<file path="src/hw/rtl/necir_pkg.sv">
`timescale 1ns / 1ps
// ----------------------------------------------------------------------------
// necir_pkg
// Shared types and constants for the NEC infrared key decoder.
// ----------------------------------------------------------------------------
package necir_pkg;

  localparam int GAP_W = 32;
  localparam int POS_W = 6;

  // Gap windows in microseconds, all bounds exclusive
  localparam logic [GAP_W-1:0] LEAD_LO   = 32'd13000;
  localparam logic [GAP_W-1:0] LEAD_HI   = 32'd14000;
  localparam logic [GAP_W-1:0] RPT_LO    = 32'd11000;
  localparam logic [GAP_W-1:0] RPT_HI    = 32'd12000;
  localparam logic [GAP_W-1:0] ZERO_LO   = 32'd1000;
  localparam logic [GAP_W-1:0] ZERO_HI   = 32'd1500;
  localparam logic [GAP_W-1:0] ONE_LO    = 32'd2000;
  localparam logic [GAP_W-1:0] ONE_HI    = 32'd2500;

  localparam logic [POS_W-1:0] FRAME_EDGES   = 6'd34;
  localparam logic [POS_W-1:0] FIRST_CMD_POS = 6'd18;
  localparam logic [POS_W-1:0] END_CMD_POS   = 6'd26;
  localparam logic [POS_W-1:0] LEAD_POS      = 6'd1;

  localparam int TABLE_LEN = 10;
  localparam logic [7:0] KEY_TABLE [TABLE_LEN] = '{
    8'h16, 8'h0C, 8'h18, 8'h5E, 8'h08, 8'h1C, 8'h5A, 8'h42, 8'h52, 8'h4A
  };

  typedef enum logic [1:0] {
    CLS_ZERO  = 2'd0,
    CLS_ONE   = 2'd1,
    CLS_OTHER = 2'd2
  } bit_class_t;

  typedef enum logic {
    EV_FRAME  = 1'b0,
    EV_REPEAT = 1'b1
  } event_kind_t;

  typedef struct packed {
    logic       found;
    logic [3:0] index;
  } key_match_t;

endpackage

</file>
<file path="src/hw/rtl/nec_ir_key_decoder_top.sv">
`timescale 1ns / 1ps
// ----------------------------------------------------------------------------
// nec_ir_key_decoder_top
// Decodes NEC remote frames from falling-edge timestamps into key events.
//
//   channel  dir  tdata (low bit up)                           tuser
//   in_      in   edge_time[31:0]                              -
//   out_     out  key_index[3:0], key_found, command_byte, 0s  event_kind
//
// One edge is accepted per cycle unless the result register stalls. An
// accepted edge is held in the input register, then the gap compare, bit
// store and table match run in a single pass into the result register.
// Reset clears the edge position, last timestamp, command byte and key.
// A stalled result register holds the input register, which throttles in_.
// ----------------------------------------------------------------------------
module nec_ir_key_decoder_top
  import necir_pkg::*;
#(
  parameter int KEY_COUNT = 10,
  parameter int TIME_BITS = 32
) (
  input  logic        clk,
  input  logic        rst_n,
  input  logic        in_tvalid,
  output logic        in_tready,
  input  logic [31:0] in_tdata,   // edge_time[31:0]
  output logic        out_tvalid,
  input  logic        out_tready,
  output logic [15:0] out_tdata,  // key_index[3:0], key_found[4], command_byte[12:5]
  output logic [0:0]  out_tuser   // event_kind[0]
);

  // input register
  logic        in_vld_r;
  logic [31:0] in_time_r;

  // decoder state
  logic [TIME_BITS-1:0] prev_time_r, prev_time_nxt;
  logic [POS_W-1:0]     pos_r, pos_nxt;
  bit_class_t           class_r [8];
  logic [7:0]           cmd_r, cmd_nxt;
  logic [3:0]           key_r, key_nxt;

  // result register
  logic        out_vld_r;
  event_kind_t out_kind_r;
  logic [3:0]  out_key_r;
  logic        out_found_r;
  logic [7:0]  out_cmd_r;

  logic                 fire;
  logic [TIME_BITS-1:0] gap_raw;
  logic [GAP_W-1:0]     gap;
  logic                 has_gap, lead, rpt, data_slot, done;
  logic [POS_W-1:0]     pos_base, pos_inc;
  logic [2:0]           slot_idx;
  bit_class_t           gap_class;
  logic [7:0]           frame_cmd;
  key_match_t           match;

  assign fire      = in_vld_r && (!out_vld_r || out_tready);
  assign in_tready = !in_vld_r || fire;

  assign gap_raw = in_time_r[TIME_BITS-1:0] - prev_time_r;
  assign gap     = GAP_W'(gap_raw);
  assign has_gap = (pos_r != '0);
  assign lead    = has_gap && (gap > LEAD_LO) && (gap < LEAD_HI);
  assign rpt     = has_gap && !lead && (gap > RPT_LO) && (gap < RPT_HI);

  assign data_slot = has_gap && !lead && !rpt &&
                     (pos_r >= FIRST_CMD_POS) && (pos_r < END_CMD_POS);
  assign slot_idx  = 3'(pos_r - FIRST_CMD_POS);

  always_comb begin
    priority if ((gap > ZERO_LO) && (gap < ZERO_HI)) begin
      gap_class = CLS_ZERO;
    end else if ((gap > ONE_LO) && (gap < ONE_HI)) begin
      gap_class = CLS_ONE;
    end else begin
      gap_class = CLS_OTHER;
    end
  end

  assign pos_base = lead ? LEAD_POS : pos_r;
  assign pos_inc  = pos_base + 6'd1;
  assign done     = !rpt && (pos_inc >= FRAME_EDGES);

  // an unclassified bit keeps last frame's value
  always_comb begin
    for (int i = 0; i < 8; i++) begin
      unique case (class_r[i])
        CLS_ZERO: frame_cmd[i] = 1'b0;
        CLS_ONE:  frame_cmd[i] = 1'b1;
        default:  frame_cmd[i] = cmd_r[i];
      endcase
    end
  end

  necir_key_lookup #(
    .KEY_COUNT (KEY_COUNT)
  ) u_lookup (
    .cmd      (frame_cmd),
    .held_key (key_r),
    .match    (match)
  );

  always_comb begin
    prev_time_nxt = in_time_r[TIME_BITS-1:0];
    pos_nxt       = (rpt || done) ? '0 : pos_inc;
    cmd_nxt       = done ? frame_cmd : cmd_r;
    key_nxt       = done ? match.index : key_r;
  end

  always_ff @(posedge clk) begin
    if (!rst_n) begin
      in_vld_r    <= 1'b0;
      out_vld_r   <= 1'b0;
      prev_time_r <= '0;
      pos_r       <= '0;
      cmd_r       <= '0;
      key_r       <= '0;
    end else begin
      if (in_tready) begin
        in_vld_r <= in_tvalid;
      end
      if (fire) begin
        prev_time_r <= prev_time_nxt;
        pos_r       <= pos_nxt;
        cmd_r       <= cmd_nxt;
        key_r       <= key_nxt;
      end
      if (fire && (rpt || done)) begin
        out_vld_r <= 1'b1;
      end else if (out_tready) begin
        out_vld_r <= 1'b0;
      end
    end
  end

  // payload: no reset needed
  always_ff @(posedge clk) begin
    if (in_tvalid && in_tready) begin
      in_time_r <= in_tdata;
    end
    if (fire && data_slot) begin
      class_r[slot_idx] <= gap_class;
    end
    if (fire && (rpt || done)) begin
      out_kind_r  <= rpt ? EV_REPEAT : EV_FRAME;
      out_key_r   <= rpt ? key_r : match.index;
      out_found_r <= done && match.found;
      out_cmd_r   <= rpt ? cmd_r : frame_cmd;
    end
  end

  assign out_tvalid = out_vld_r;
  assign out_tdata  = {3'b000, out_cmd_r, out_found_r, out_key_r};
  assign out_tuser  = out_kind_r;

endmodule

</file>
<file path="src/hw/rtl/necir_key_lookup.sv">
`timescale 1ns / 1ps
// ----------------------------------------------------------------------------
// necir_key_lookup
// Matches a command byte against the fixed key table; highest index wins,
// the held key passes through on a miss.
// ----------------------------------------------------------------------------
module necir_key_lookup
  import necir_pkg::*;
#(
  parameter int KEY_COUNT = 10
) (
  input  logic [7:0]  cmd,
  input  logic [3:0]  held_key,
  output key_match_t  match
);

  localparam int LIMIT = (KEY_COUNT < TABLE_LEN) ? KEY_COUNT : TABLE_LEN;

  always_comb begin
    match.found = 1'b0;
    match.index = held_key;
    for (int i = 0; i < LIMIT; i++) begin
      if (KEY_TABLE[i] == cmd) begin
        match.found = 1'b1;
        match.index = 4'(i);
      end
    end
  end

endmodule

</file>
<file path="config.mk">
export PLATFORM = sky130hd
export DESIGN_NAME = nec_ir_key_decoder_top
export DESIGN_NICKNAME = d
export VERILOG_FILES = /design/src/hw/rtl/necir_pkg.sv /design/src/hw/rtl/nec_ir_key_decoder_top.sv /design/src/hw/rtl/necir_key_lookup.sv
export SDC_FILE = /design/constraint.sdc
export NUM_CORES = 1
export LEC_CHECK = 0
export ABC_AREA = 0
export BUFFER_PORTS_ARGS = -buffer_cell sky130_fd_sc_hd__buf_2
export CORE_MARGIN = 3
export CORE_UTILIZATION = 50
export CTS_BUF_LIST = sky130_fd_sc_hd__clkbuf_4 sky130_fd_sc_hd__clkbuf_8
export CTS_CLUSTER_DIAMETER = 120
export DETAILED_ROUTE_END_ITERATION = 6
export PLACE_DENSITY = 0.71
export SYNTH_ARGS = -nofsm -noshare
export SYNTH_HDL_FRONTEND = slang
export SYNTH_SLANG_ARGS = --single-unit
</file>
<file path="constraint.sdc">
create_clock -name clk -period 6 [get_ports clk]
set_input_delay 1.2 -clock clk [delete_from_list [all_inputs] [get_ports clk]]
set_output_delay 1.2 -clock clk [all_outputs]
set_load 0.005 [all_outputs]
</file>
==> out/metrics.cfg <==
[timing]
hold_viol_final = 0
tightest_slew_ps = 884.0
setup-tns-final_ps = 0
fin_crit_ps = 5690
clock.fmax_ghz = 0.1757
maxSlewHeadroom = 0.4044
setup_violations = 0
whs_ps = 455.3
skew_ps = 11.93
final_max_slew_viol_count = 0
final.period_utilization = 0.9483

[grt]
grt_util_met1 = 0.2791
grtUsageMet2 = 0.3252
overflow = 0
met3_usage = 0.05301
grt_usage = 0.2063
busiest_layer = met2
grt_max_degree = 44
antenna_found_initial = 0
grt_pass1_vias = 5663
grt_pass1_wl_mm = 27.13

[floorplan]
die_y_um = 126.2
dieArea_sq_um = 15940
rows = 43
io_pins = 55
die_w_um = 126.2
core_area_sq_um = 13990
initial_core_util = 0.5167

[clock_tree]
numClockSinks = 114
cts_buffers = 17
clkTransAtPathRegs_ps = 70
cts_tree = yes
clockRootBuffer = clkbuf_8
clkLatencyLatePin_ps = 450
cts_buffer_depth = 2
htreeDepth = 4

[place]
dp_hpwl_mm = 11.86
dpl-instance-area_sq_um = 7619
place.gp.congestion = 0.9651
portBuffers = 51

[yosys]
synth_seq_cells = 114
ys.warnings.count = 0
yosys_most_used_dff = edfxtp_1
syn_avg_cell_area_sq_um = 8.657
synthCells = 835
synth_top_area_frac = 0.2576
synth-seq-area-share = 0.4016
synth_area_sq_um = 7228
yosysUniqueCellTypes = 72
synth-edff-count = 62
synth_top_area_cell = edfxtp_1
async_reset_ff_frac = 0
yosys-top-cells-area = edfxtp_1 (26%), dfxtp_1 (14%), a21oi_1 (6.1%)

[final_layout]
drive_gt1_frac = 0.1635
nFillCells = 1275
antenna_cells = 0
fin_nets = 944
syn2layout_area_growth_pct = 12.01
regArea_sq_um = 2903
final_area_sq_um = 8097
final_util = 0.5788
multi_input_area_sq_um = 3943

[power_and_ir_drop]
p_int_mw = 1.483
max-vdd-ir-drop_uv = 154.7
clkPwrFrac = 0.372
switching_share = 0.2928
p_per_area_nw_per_um2 = 259.1
p_switching_uw = 614.1
pwr-share-comb = 0.214
leakagePower_nw = 3.011
p_seq_frac = 0.414

[worst_setup_path]
cp-end-kind = flip-flop
worstPathMaxFanout = 9
worstSetupStartpoint = in_time_r[0]
required_ps = 6320
timing.rr.start = in_time_r[0]
cp_data_arrival_time_ps = 6010
reg2reg_depth = 24
r2r_slack_ps = 310
startpoint_type = flip-flop
critPathCapture = cmd_r[0]
critical_path_class = flip-flop to flip-flop
r2r_end = cmd_r[0]

[hold_path]
hp-class = flip-flop to flip-flop

[detailed_routing]
drt_iter0_drc = 447
wl_mm = 16.39
dr.pass1.iters = 5
drc = 0
viasPerCell = 5.853
drtAntennaViolNets = 0
wl_per_cell_um = 15.36
num_vias = 6245

[run_status]
status = complete, no violations

[flow_run]
drv_cap = 0

worst max-delay path, cell delays in order, from the launching register on:
cell      delay, ps
edfxtp_1        340
inv_1            50
ha_1            220
fa_1            400
nand2b_1        210
a21o_1          230
a211o_1         300
nor4b_4         140
a211oi_2        200
nand4_1         110
or4_4           570
or4_4           560
o21ai_2         180
inv_1            60
ha_1            250
nor3_1          140
a31oi_1          60
or3_4           360
o21ai_1         130
a21bo_2         130
o21ai_1         120
and2_1          230
o31a_2          190
nor4_1          310
nor3_1           80
cell families (layout without fill, tap and decap cells):
family,Yosys count,after routing,synth area share
flip-flops,114,114,0.4016
multiplexers,25,25,0.03722
XOR/XNOR,21,21,0.02544
buffers and inverters,103,153,0.06058
adder cells (fa/ha/maj),34,34,0.05989
other,1,3,0.0005188
AO/OA/AOI/OAI,233,233,0.2070
AND/OR/NAND/NOR,304,304,0.2077
cell usage after synthesis (all sizes together), types with 13 or more instances:
| cell type | count |
|---|---|
| edfxtp | 62 |
| dfxtp | 52 |
| o21ai | 39 |
| a21oi | 89 |
| nor3 | 37 |
| inv | 48 |
| nand3 | 21 |
| a211oi | 14 |
| nor4 | 16 |
| nand2 | 113 |
| mux2 | 15 |
| clkbuf | 28 |
| ha | 33 |
| nand4 | 18 |
| a21o | 13 |
| nor2 | 37 |
| buf | 26 |
power groups by stage:
stage	clock (mW)	combinational, mW	sequential [mW]
floorplan	0	0.335	0.880
global placement	0	0.438	0.885
detailed placement	0	0.439	0.886
CTS	0.801	0.441	0.869
global route	0.832	0.503	0.872
finish	0.781	0.448	0.869
layout by cell type (no fill, tap or decap), drive strengths merged, types with 18 or more instances in the layout:
cell    Yosys  final
o21ai      39     39
buf        26     72
a21oi      89     89
nand3      21     21
nor3       37     37
clkbuf     28     18
ha         33     33
nand4      18     18
edfxtp     62     62
dfxtp      52     52
nand2     113    113
inv        48     49
nor2       37     37
stage by stage:
| stage | setup slack [ps] | power, mW | std cells |
|---|---|---|---|
| finish | 310.0 | 2.098 | 1067 |
| detailed placement | -22.29 | 1.324 | 1034 |
| global placement | 227.9 | 1.323 | 1034 |
| CTS | 10.12 | 2.111 | 1066 |
| global route | -48.72 | 2.207 | 1067 |
| floorplan | 121.7 | 1.215 | 837 |
per-layer routing:
layer  part of all wire  vias to the layer above
met5                  0                        -
met4              0.016                        0
met3              0.049                       28
met2               0.46                      175
met1               0.48                     2917
li1                   -                     3125
flip-flops by register name, indices dropped and copies added (netlist names):
signal / flops
class_r: 16
cmd_r: 8
in_time_r: 32
in_vld_r: 1
key_r: 4
out_cmd_r: 8
out_found_r: 1
out_key_r: 4
out_tuser: 1
out_tvalid: 1
pos_r: 6
prev_time_r: 32
cell type report:
type	instances	share of cell area
clock buffer	18	0.02983
clock inverter	14	0.02318
inverter	49	0.02272
multi-input combinational	620	0.4869
sequential	114	0.3585
tap	180	0.02782
timing repair buffer	72	0.05100
worst min-delay path by stage:
| stage | from | endpoint | slack [ps] | cells after the start |
|---|---|---|---|---|
| 2_1_floorplan | prev_time_r[10] | prev_time_r[10] | 440 | 2 |
| 3_3_place_gp | prev_time_r[18] | prev_time_r[18] | 440 | 2 |
| 3_5_place_dp | prev_time_r[16] | prev_time_r[16] | 450 | 2 |
| 4_1_cts | prev_time_r[29] | prev_time_r[29] | 460 | 2 |
| 5_1_grt | prev_time_r[12] | prev_time_r[12] | 470 | 2 |
| 6_report | prev_time_r[21] | prev_time_r[21] | 460 | 2 |
repair_timing:
item                                    4_1_cts  5_1_grt
hold endpoints to repair                      0        0
pin swaps                                     0        1
setup buffers                                 0        1
hold buffers                                  0        0
endpoints found under the setup margin        9       32
gates resized for setup                       1       15
Note: power is estimated with default switching activity, not from simulation.
